[config.mk]
export PLATFORM = sky130hd
export DESIGN_NAME = stbs_ctrl
export DESIGN_NICKNAME = d
export VERILOG_FILES = /design/src/rtl/stbs_pkg.sv /design/src/rtl/stbs_ctrl.sv
export SDC_FILE = /design/constraint.sdc
export NUM_CORES = 1
export LEC_CHECK = 0
export BUFFER_PORTS_ARGS = -buffer_cell sky130_fd_sc_hd__buf_2
export CORE_MARGIN = 5
export CORE_UTILIZATION = 40
export CTS_CLUSTER_DIAMETER = 200
export DETAILED_ROUTE_END_ITERATION = 10
export PLACE_DENSITY_LB_ADDON = 0.15
export SETUP_SLACK_MARGIN = 0.15
export SLEW_MARGIN = 20
export SYNTH_ARGS = -nofsm -noshare
export SYNTH_HDL_FRONTEND = slang
export SYNTH_SLANG_ARGS = --single-unit
[constraint.sdc]
create_clock -name clk -period 1.55 [get_ports clk]
set_input_delay 0.31 -clock clk [delete_from_list [all_inputs] [get_ports clk]]
set_output_delay 0.31 -clock clk [all_outputs]
set_load 0.02 [all_outputs]
[src/rtl/stbs_pkg.sv]
// Package for the sorted table binary search block.
// Holds the sizing constants, mode and register codes, and the command and status
// structs shared by the controller and the datapath. Depends on nothing.
package stbs_pkg;

    // Table sizing.
    localparam int TABLE_DEPTH = 1024;
    localparam int KEY_WIDTH   = 32;
    localparam int POS_W       = $clog2(TABLE_DEPTH);

    // Fixed field widths at the ports.
    localparam int SIZE_W      = 11;
    localparam int MODE_W      = 3;
    localparam int ENTRY_POS_W = 10;
    localparam int KEY_IN_W    = 32;
    localparam int RES_POS_W   = 10;
    localparam int CFG_IDX_W   = 1;
    localparam int CFG_DATA_W  = 11;

    // Request commands.
    localparam logic CMD_WRITE  = 1'b0;
    localparam logic CMD_SEARCH = 1'b1;

    // Configuration register indexes.
    localparam logic [CFG_IDX_W-1:0] REG_TABLE_SIZE  = 1'd0;
    localparam logic [CFG_IDX_W-1:0] REG_SEARCH_MODE = 1'd1;

    // Search modes.
    localparam logic [MODE_W-1:0] MODE_LAST_LE  = 3'd0;
    localparam logic [MODE_W-1:0] MODE_LEFT_LE  = 3'd1;
    localparam logic [MODE_W-1:0] MODE_CLAMP_LE = 3'd2;
    localparam logic [MODE_W-1:0] MODE_FIRST_GE = 3'd3;
    localparam logic [MODE_W-1:0] MODE_EXACT    = 3'd4;

    // Table read address source.
    typedef enum logic [2:0] {
        ADDR_ZERO,
        ADDR_TOP,
        ADDR_MID,
        ADDR_LO,
        ADDR_HI,
        ADDR_LO_INC,
        ADDR_LO_DEC
    } addr_sel_t;

    // Source of the delivered result.
    typedef enum logic [2:0] {
        RES_NONE,
        RES_ZERO,
        RES_LO,
        RES_HI,
        RES_TOP
    } res_sel_t;

    // Commands from the controller to the datapath.
    typedef struct packed {
        logic      table_write;
        logic      load_key;
        logic      load_first;
        addr_sel_t addr_sel;
        logic      init_bounds;
        logic      bisect_step;
        logic      bisect_ge;
        logic      lo_inc;
        logic      lo_dec;
        logic      out_load;
        res_sel_t  res_sel;
    } dp_cmd_t;

    // Status from the datapath to the controller.
    typedef struct packed {
        logic [MODE_W-1:0] mode;
        logic              key_gt_last;
        logic              key_lt_first;
        logic              key_le_first;
        logic              span_open;
        logic              rd_eq_key;
        logic              lo_below_top;
        logic              lo_nonzero;
    } dp_status_t;

endpackage

[src/rtl/stbs_ctrl.sv]
// Controller of the sorted table binary search block: sequences the end checks, the
// bisection and the scans over equal keys, and owns the handshakes. Depends on stbs_pkg.
module stbs_ctrl
    import stbs_pkg::*;
(
    input  logic       clk,
    input  logic       rst_n,
    input  logic       req_valid,
    input  logic       req_command,
    output logic       req_ready,
    output logic       rsp_valid,
    input  logic       rsp_ready,
    input  dp_status_t status,
    output dp_cmd_t    cmd
);

    typedef enum logic [3:0] {
        S_IDLE,
        S_RD_FIRST,
        S_RD_LAST,
        S_CHECK,
        S_PROBE,
        S_CMP,
        S_SCANR,
        S_SCANR_CMP,
        S_SCANL,
        S_SCANL_CMP,
        S_EQ_HI,
        S_EQ_HI_CMP,
        S_EQ_LO_CMP,
        S_DONE
    } state_t;

    state_t   state_reg, state_next;
    res_sel_t res_sel_reg, res_sel_next;
    logic     out_valid_reg, out_valid_next;

    // State and registered outputs.
    always_ff @(posedge clk or negedge rst_n)
    begin
        if (!rst_n)
        begin
            state_reg     <= S_IDLE;
            res_sel_reg   <= RES_NONE;
            out_valid_reg <= 1'b0;
        end
        else
        begin
            state_reg     <= state_next;
            res_sel_reg   <= res_sel_next;
            out_valid_reg <= out_valid_next;
        end
    end

    assign req_ready = (state_reg == S_IDLE);
    assign rsp_valid = out_valid_reg;

    // Next state and datapath commands.
    always_comb
    begin
        state_next     = state_reg;
        res_sel_next   = res_sel_reg;
        out_valid_next = out_valid_reg && !rsp_ready;
        cmd            = '0;
        cmd.addr_sel   = ADDR_ZERO;
        cmd.res_sel    = res_sel_reg;
        cmd.bisect_ge  = (status.mode == MODE_FIRST_GE) || (status.mode == MODE_EXACT);

        unique case (state_reg)
            S_IDLE:
            begin
                if (req_valid)
                begin
                    if (req_command == CMD_SEARCH)
                    begin
                        cmd.load_key = 1'b1;
                        state_next   = S_RD_FIRST;
                    end
                    else
                    begin
                        cmd.table_write = 1'b1;
                    end
                end
            end

            // Fetch the first entry, then the last searched entry.
            S_RD_FIRST:
            begin
                cmd.addr_sel = ADDR_ZERO;
                state_next   = S_RD_LAST;
            end

            S_RD_LAST:
            begin
                cmd.addr_sel   = ADDR_TOP;
                cmd.load_first = 1'b1;
                state_next     = S_CHECK;
            end

            // Range checks against the end entries decide the early answers.
            S_CHECK:
            begin
                cmd.init_bounds = 1'b1;
                state_next      = S_DONE;
                res_sel_next    = RES_NONE;
                unique case (status.mode) inside
                    MODE_LAST_LE, MODE_LEFT_LE, MODE_EXACT:
                    begin
                        if (!status.key_gt_last && !status.key_lt_first)
                        begin
                            state_next = S_PROBE;
                        end
                    end
                    MODE_CLAMP_LE:
                    begin
                        if (status.key_gt_last)
                        begin
                            res_sel_next = RES_TOP;
                        end
                        else if (!status.key_lt_first)
                        begin
                            state_next = S_PROBE;
                        end
                    end
                    MODE_FIRST_GE:
                    begin
                        if (!status.key_gt_last)
                        begin
                            if (status.key_le_first)
                            begin
                                res_sel_next = RES_ZERO;
                            end
                            else
                            begin
                                state_next = S_PROBE;
                            end
                        end
                    end
                    default:
                    begin
                        res_sel_next = RES_NONE;
                    end
                endcase
            end

            // Bisection: probe the midpoint while the bounds are more than one apart.
            S_PROBE:
            begin
                if (status.span_open)
                begin
                    cmd.addr_sel = ADDR_MID;
                    state_next   = S_CMP;
                end
                else
                begin
                    unique case (status.mode) inside
                        MODE_FIRST_GE:
                        begin
                            res_sel_next = RES_HI;
                            state_next   = S_DONE;
                        end
                        MODE_EXACT:
                        begin
                            state_next = S_EQ_HI;
                        end
                        default:
                        begin
                            state_next = S_SCANR;
                        end
                    endcase
                end
            end

            S_CMP:
            begin
                cmd.bisect_step = 1'b1;
                state_next      = S_PROBE;
            end

            // Scan right over entries equal to the key.
            S_SCANR:
            begin
                if (status.lo_below_top)
                begin
                    cmd.addr_sel = ADDR_LO_INC;
                    state_next   = S_SCANR_CMP;
                end
                else if (status.mode == MODE_LEFT_LE)
                begin
                    state_next = S_SCANL;
                end
                else
                begin
                    res_sel_next = RES_LO;
                    state_next   = S_DONE;
                end
            end

            S_SCANR_CMP:
            begin
                if (status.rd_eq_key)
                begin
                    cmd.lo_inc = 1'b1;
                    state_next = S_SCANR;
                end
                else if (status.mode == MODE_LEFT_LE)
                begin
                    state_next = S_SCANL;
                end
                else
                begin
                    res_sel_next = RES_LO;
                    state_next   = S_DONE;
                end
            end

            // Scan left over entries equal to the key, for the leftmost mode.
            S_SCANL:
            begin
                if (status.lo_nonzero)
                begin
                    cmd.addr_sel = ADDR_LO_DEC;
                    state_next   = S_SCANL_CMP;
                end
                else
                begin
                    res_sel_next = RES_LO;
                    state_next   = S_DONE;
                end
            end

            S_SCANL_CMP:
            begin
                if (status.rd_eq_key)
                begin
                    cmd.lo_dec = 1'b1;
                    state_next = S_SCANL;
                end
                else
                begin
                    res_sel_next = RES_LO;
                    state_next   = S_DONE;
                end
            end

            // Exact match: check the upper bound, then the lower one.
            S_EQ_HI:
            begin
                cmd.addr_sel = ADDR_HI;
                state_next   = S_EQ_HI_CMP;
            end

            S_EQ_HI_CMP:
            begin
                if (status.rd_eq_key)
                begin
                    res_sel_next = RES_HI;
                    state_next   = S_DONE;
                end
                else
                begin
                    cmd.addr_sel = ADDR_LO;
                    state_next   = S_EQ_LO_CMP;
                end
            end

            S_EQ_LO_CMP:
            begin
                res_sel_next = status.rd_eq_key ? RES_LO : RES_NONE;
                state_next   = S_DONE;
            end

            // Hand the result to the response register once it is free.
            S_DONE:
            begin
                if (!out_valid_reg || rsp_ready)
                begin
                    cmd.out_load   = 1'b1;
                    out_valid_next = 1'b1;
                    state_next     = S_IDLE;
                end
            end

            default:
            begin
                state_next = S_IDLE;
            end
        endcase
    end

endmodule

Word level (Yosys, flattened, before mapping)

Cells that the tools add are included.

Register bits: 8
Bits of input ports: 15

Mux-type cells: 51
Equality and inequality tests: 27
Reductions and logical operators: 14

Operator list:

| kind               | count |
|---|---|
| $pmux 4 s14        | 1 |
| $mux 3             | 15 |
| $mux 4             | 11 |
| $eq 4x4->1 const B | 6 |
| $pmux 3 s8         | 1 |
| $ne 2x2->1 const B | 10 |
| $pmux 3 s6         | 1 |
| $eq 4x3->1 const B | 4 |
| $mux 1             | 14 |
| $pmux 4 s3         | 1 |
| $mux 2             | 5 |
| $eq 4x2->1 const B | 2 |
| $pmux 4 s2         | 1 |
| $reduce_and 8->1   | 1 |
| $reduce_bool 8->1  | 1 |
| $eq 3x2->1 const B | 2 |
| $pmux 3 s2         | 1 |
| $eq 4x1->1 const B | 1 |
| $logic_not 1->1    | 4 |
| $logic_not 4->1    | 1 |
| $eq 3x1->1 const B | 1 |
| $eq 3x3->1 const B | 1 |
| $logic_not 3->1    | 1 |
| $reduce_and 3->1   | 1 |
| 3 further kinds    | 5 |

Depth between registers and ports, before layout

Depth in word-level cells: 5
Depth in mapped cells: 6
Gate-level depth less buffers: 5

Least setup slack after synthesis

OpenSTA, ideal clock, no wires.

Kind: reg2out
Start: reg state_reg[0]
End: out cmd[14] (netlist name)
Required time: 1.240 ns
Setup slack: -0.577 ns
Arrival: 1.817 ns
Stages on the path, launching flop included: 6
Cell sequence: dfrtp_1 -> buf_2 -> or2_2 -> nor3_1 -> nand2_1 -> nor2_1

RTL lines:

| element                | RTL line        | text |
|---|---|---|
| from (decl)            | stbs_ctrl.sv:34 | `state_t state_reg, state_next;` |
| from (signal assigned) | stbs_ctrl.sv:49 | `state_reg <= state_next;` |
| to (decl)              | stbs_ctrl.sv:14 | `output dp_cmd_t cmd` |

==> impl_metrics.yaml <==
placement:
  placed_cell_area_sq_um: 1300
  port_buffers: 31
  hpwlAfterDp_mm: 2.43
  gp_congestion: 0.926
global_route:
  overflow: 0
  grt_pass1_wl_mm: 5.89
  grt_pass1_vias: 1255
  gr-usage-met3: 0.0197
  met2_usage: 0.405
  grtUsageMet1: 0.264
  top_usage_layer: "met2"
  antenna_found_initial: 0
  grt_start_max_net_pins: 18
  grt_usage: 0.222
synthesis:
  synth_edf_count: 0
  syn_inst: 123
  async_flop_share: 1.00
  synth_ff_type: "dfrtp_1"
  synth_seq_area_share: 0.214
  synthesis.nets: 138
  yosysTopAreaCellShare: 0.214
  ys_warn_count: 0
  ys_ff_latch: 8
  synth_area_leader_cell: "dfrtp_1"
  syn_avg_cell_area_sq_um: 7.62
  ys_types: 48
  synth_area_sq_um: 937
  synthTopCellsByArea: "dfrtp_1, buf_6, nand2_1, nor2_1, o21ai_0"
die:
  fp-row-count: 17
  io_pins: 32
  core_area_sq_um: 2230
  die_area_sq_um: 3410
  die_y_um: 58.4
  die_w_um: 58.4
  initial_core_util: 0.420
setup_path:
  criticalPathCategory: "flip-flop to output pin"
  critPathRequiredTime_ps: 1240
  cp_num_buf_inv: 1
  crit_slowest_cell: "or4bb_4"
  path_cells: "or4bb_4 > a21oi_4 > or2_4 > buf_6"
  cpLargestDelayFamily: "simple AND/OR/NAND/NOR gates"
  critical-path-max-stage-delay_ps: 560
  startpoint_type: "flip-flop"
  path_max_fanout: 4
  cp.arrival_ps: 1660
  worstSetupEndpointType: "output pin"
routing:
  drt_iter0_drc: 47
  wl_mm: 4.08
  wl_per_cell_um: 18.4
  num_vias: 1312
  drt_pass1_iterations: 4
  ant_nets: 0
  avgViaCountPerCell: 5.91
  drcViolationCount: 0
finish:
  area_delta_synth_final_pct: 92.9
  fin_area_sq_um: 1810
  fin_nets: 211
  final_cell_mix: "buf_4, buf_2, buf_6"
  postLayoutCoreUtil: 0.810
  nFillCells: 148
  insertedDiodeCount: 0
  largest_reg_flops: 4
  layout_commonest_cell: "buf_4"
  layout-drive-gt1-share: 0.649
cts:
  clkTransAtPathRegs_ps: 70
  cts_sinks: 8
  cts_buffers: 3
  insertion_delay_ps: 280
  cts_tree: "yes"
  htree_levels: 1
  clockBufferDepth: 2
  root_buffer: "clkbuf_4"
power:
  powerDensity_nw_per_um2: 2040
  peakVddDrop_v: 0.00138
  p_leak_uw: 0.000816
outcome:
  outcome: "finished, violations left"
  violations: "setup timing"
sta:
  fmax_mhz: 507
  hold_viol: 0
  slew_headroom: 0.775
  worst_pin_slew_ps: 335
  finalClockSkew_ps: 14.7
  finalWorstSetupSlack_ps: -423
  rsz0062_at_grt: "yes"
  setup_viol: 17
  slew_violations: 0
  setup_tns_ps: -4520
  finalCriticalPeriod_ps: 1970
  period_share: 1.27
job:
  maxCapViolCount: 0
worst_hold_path:
  hp-class: "input pin to flip-flop"
[cells by family (layout without fill, tap and decap cells)]
kind of cell | Yosys count | in the layout | share of synthesized area
multiplexers | 1 | 1 | 0.0107
adder cells (fa/ha/maj) | 1 | 1 | 0.0120
buffers and inverters | 12 | 83 | 0.0988
AO/OA/AOI/OAI | 39 | 39 | 0.302
AND/OR/NAND/NOR | 62 | 62 | 0.363
flip-flops | 8 | 8 | 0.214
[per-stage QoR]
stage / worst slack (ps) / power, uW / hold slack (ps) / instances
finish: -423 / 3690 / 327 / 222
floorplan: -89.6 / 1860 / 14.4 / 123
CTS: -346 / 3180 / 327 / 212
global placement: -220 / 2330 / 165 / 197
global route: -432 / 3860 / 352 / 222
detailed placement: -240 / 2350 / 168 / 197
[cells in the mapped netlist (2+ instances only)]
cell       instances
nor2_1            15
buf_2              2
nand2_1           15
a22o_1             2
nor2b_1            4
a221oi_1           2
nor3_1             4
nand3_1            3
buf_4              2
nand2b_1           4
o21ai_0            7
nand4_1            2
a21oi_1            6
dfrtp_1            8
o22ai_1            3
a2bb2oi_1          3
nand3b_1           2
inv_1              2
buf_6              5
or2_2              2
a22oi_1            3
[what timing repair did]
item                                    in CTS  in global routing
hold endpoints to repair                     8                  0
pin swaps                                   16                 19
setup buffers                               11                 10
endpoints found under the setup margin      18                 19
gates resized for setup                     55                 23
hold buffers                                 1                  0
[worst paths after layout]
check                               start        endpoint  slack, ps  cells after the start
max                          state_reg[0]          cmd[9]       -420                      4
min                             rsp_ready       rsp_valid        330                      3
max reg2reg                  state_reg[0]  res_sel_reg[1]       -400                      7
min reg2reg                res_sel_reg[1]  res_sel_reg[1]        500                      1
max in group asynchronous           rst_n  res_sel_reg[0]        950                      2
min in group asynchronous           rst_n    state_reg[1]        400                      2
[where the power goes]
part	leakage, uW	internal, uW	switching, uW
clock network	0.0000138	89.7	90.7
registers	0.0000976	309	67.0
logic	0.000705	1590	1550
total	0.000816	1980	1710
[metal layers]
metal  vias to the layer above  part of all wire
li1                        611                 -
met1                       628              0.39
met2                        62              0.53
met3                        11             0.044
met4                         0             0.033
met5                         -                 0
[area by class of cell]
type                    instances  area (sq um)  area share
well taps                      28          35.0      0.0194
clock buffers                   3          22.5      0.0125
inverters                       3          18.8      0.0104
repair buffers                 77           646       0.357
flip-flops and latches          8           201       0.111
multi-input cells             103           885       0.489
[worst min-delay path, cell delays in order]
cell,delay [ps]
buf_2,70
or2b_2,120
nand2_1,50
Note: power is estimated with default switching activity, not from simulation.
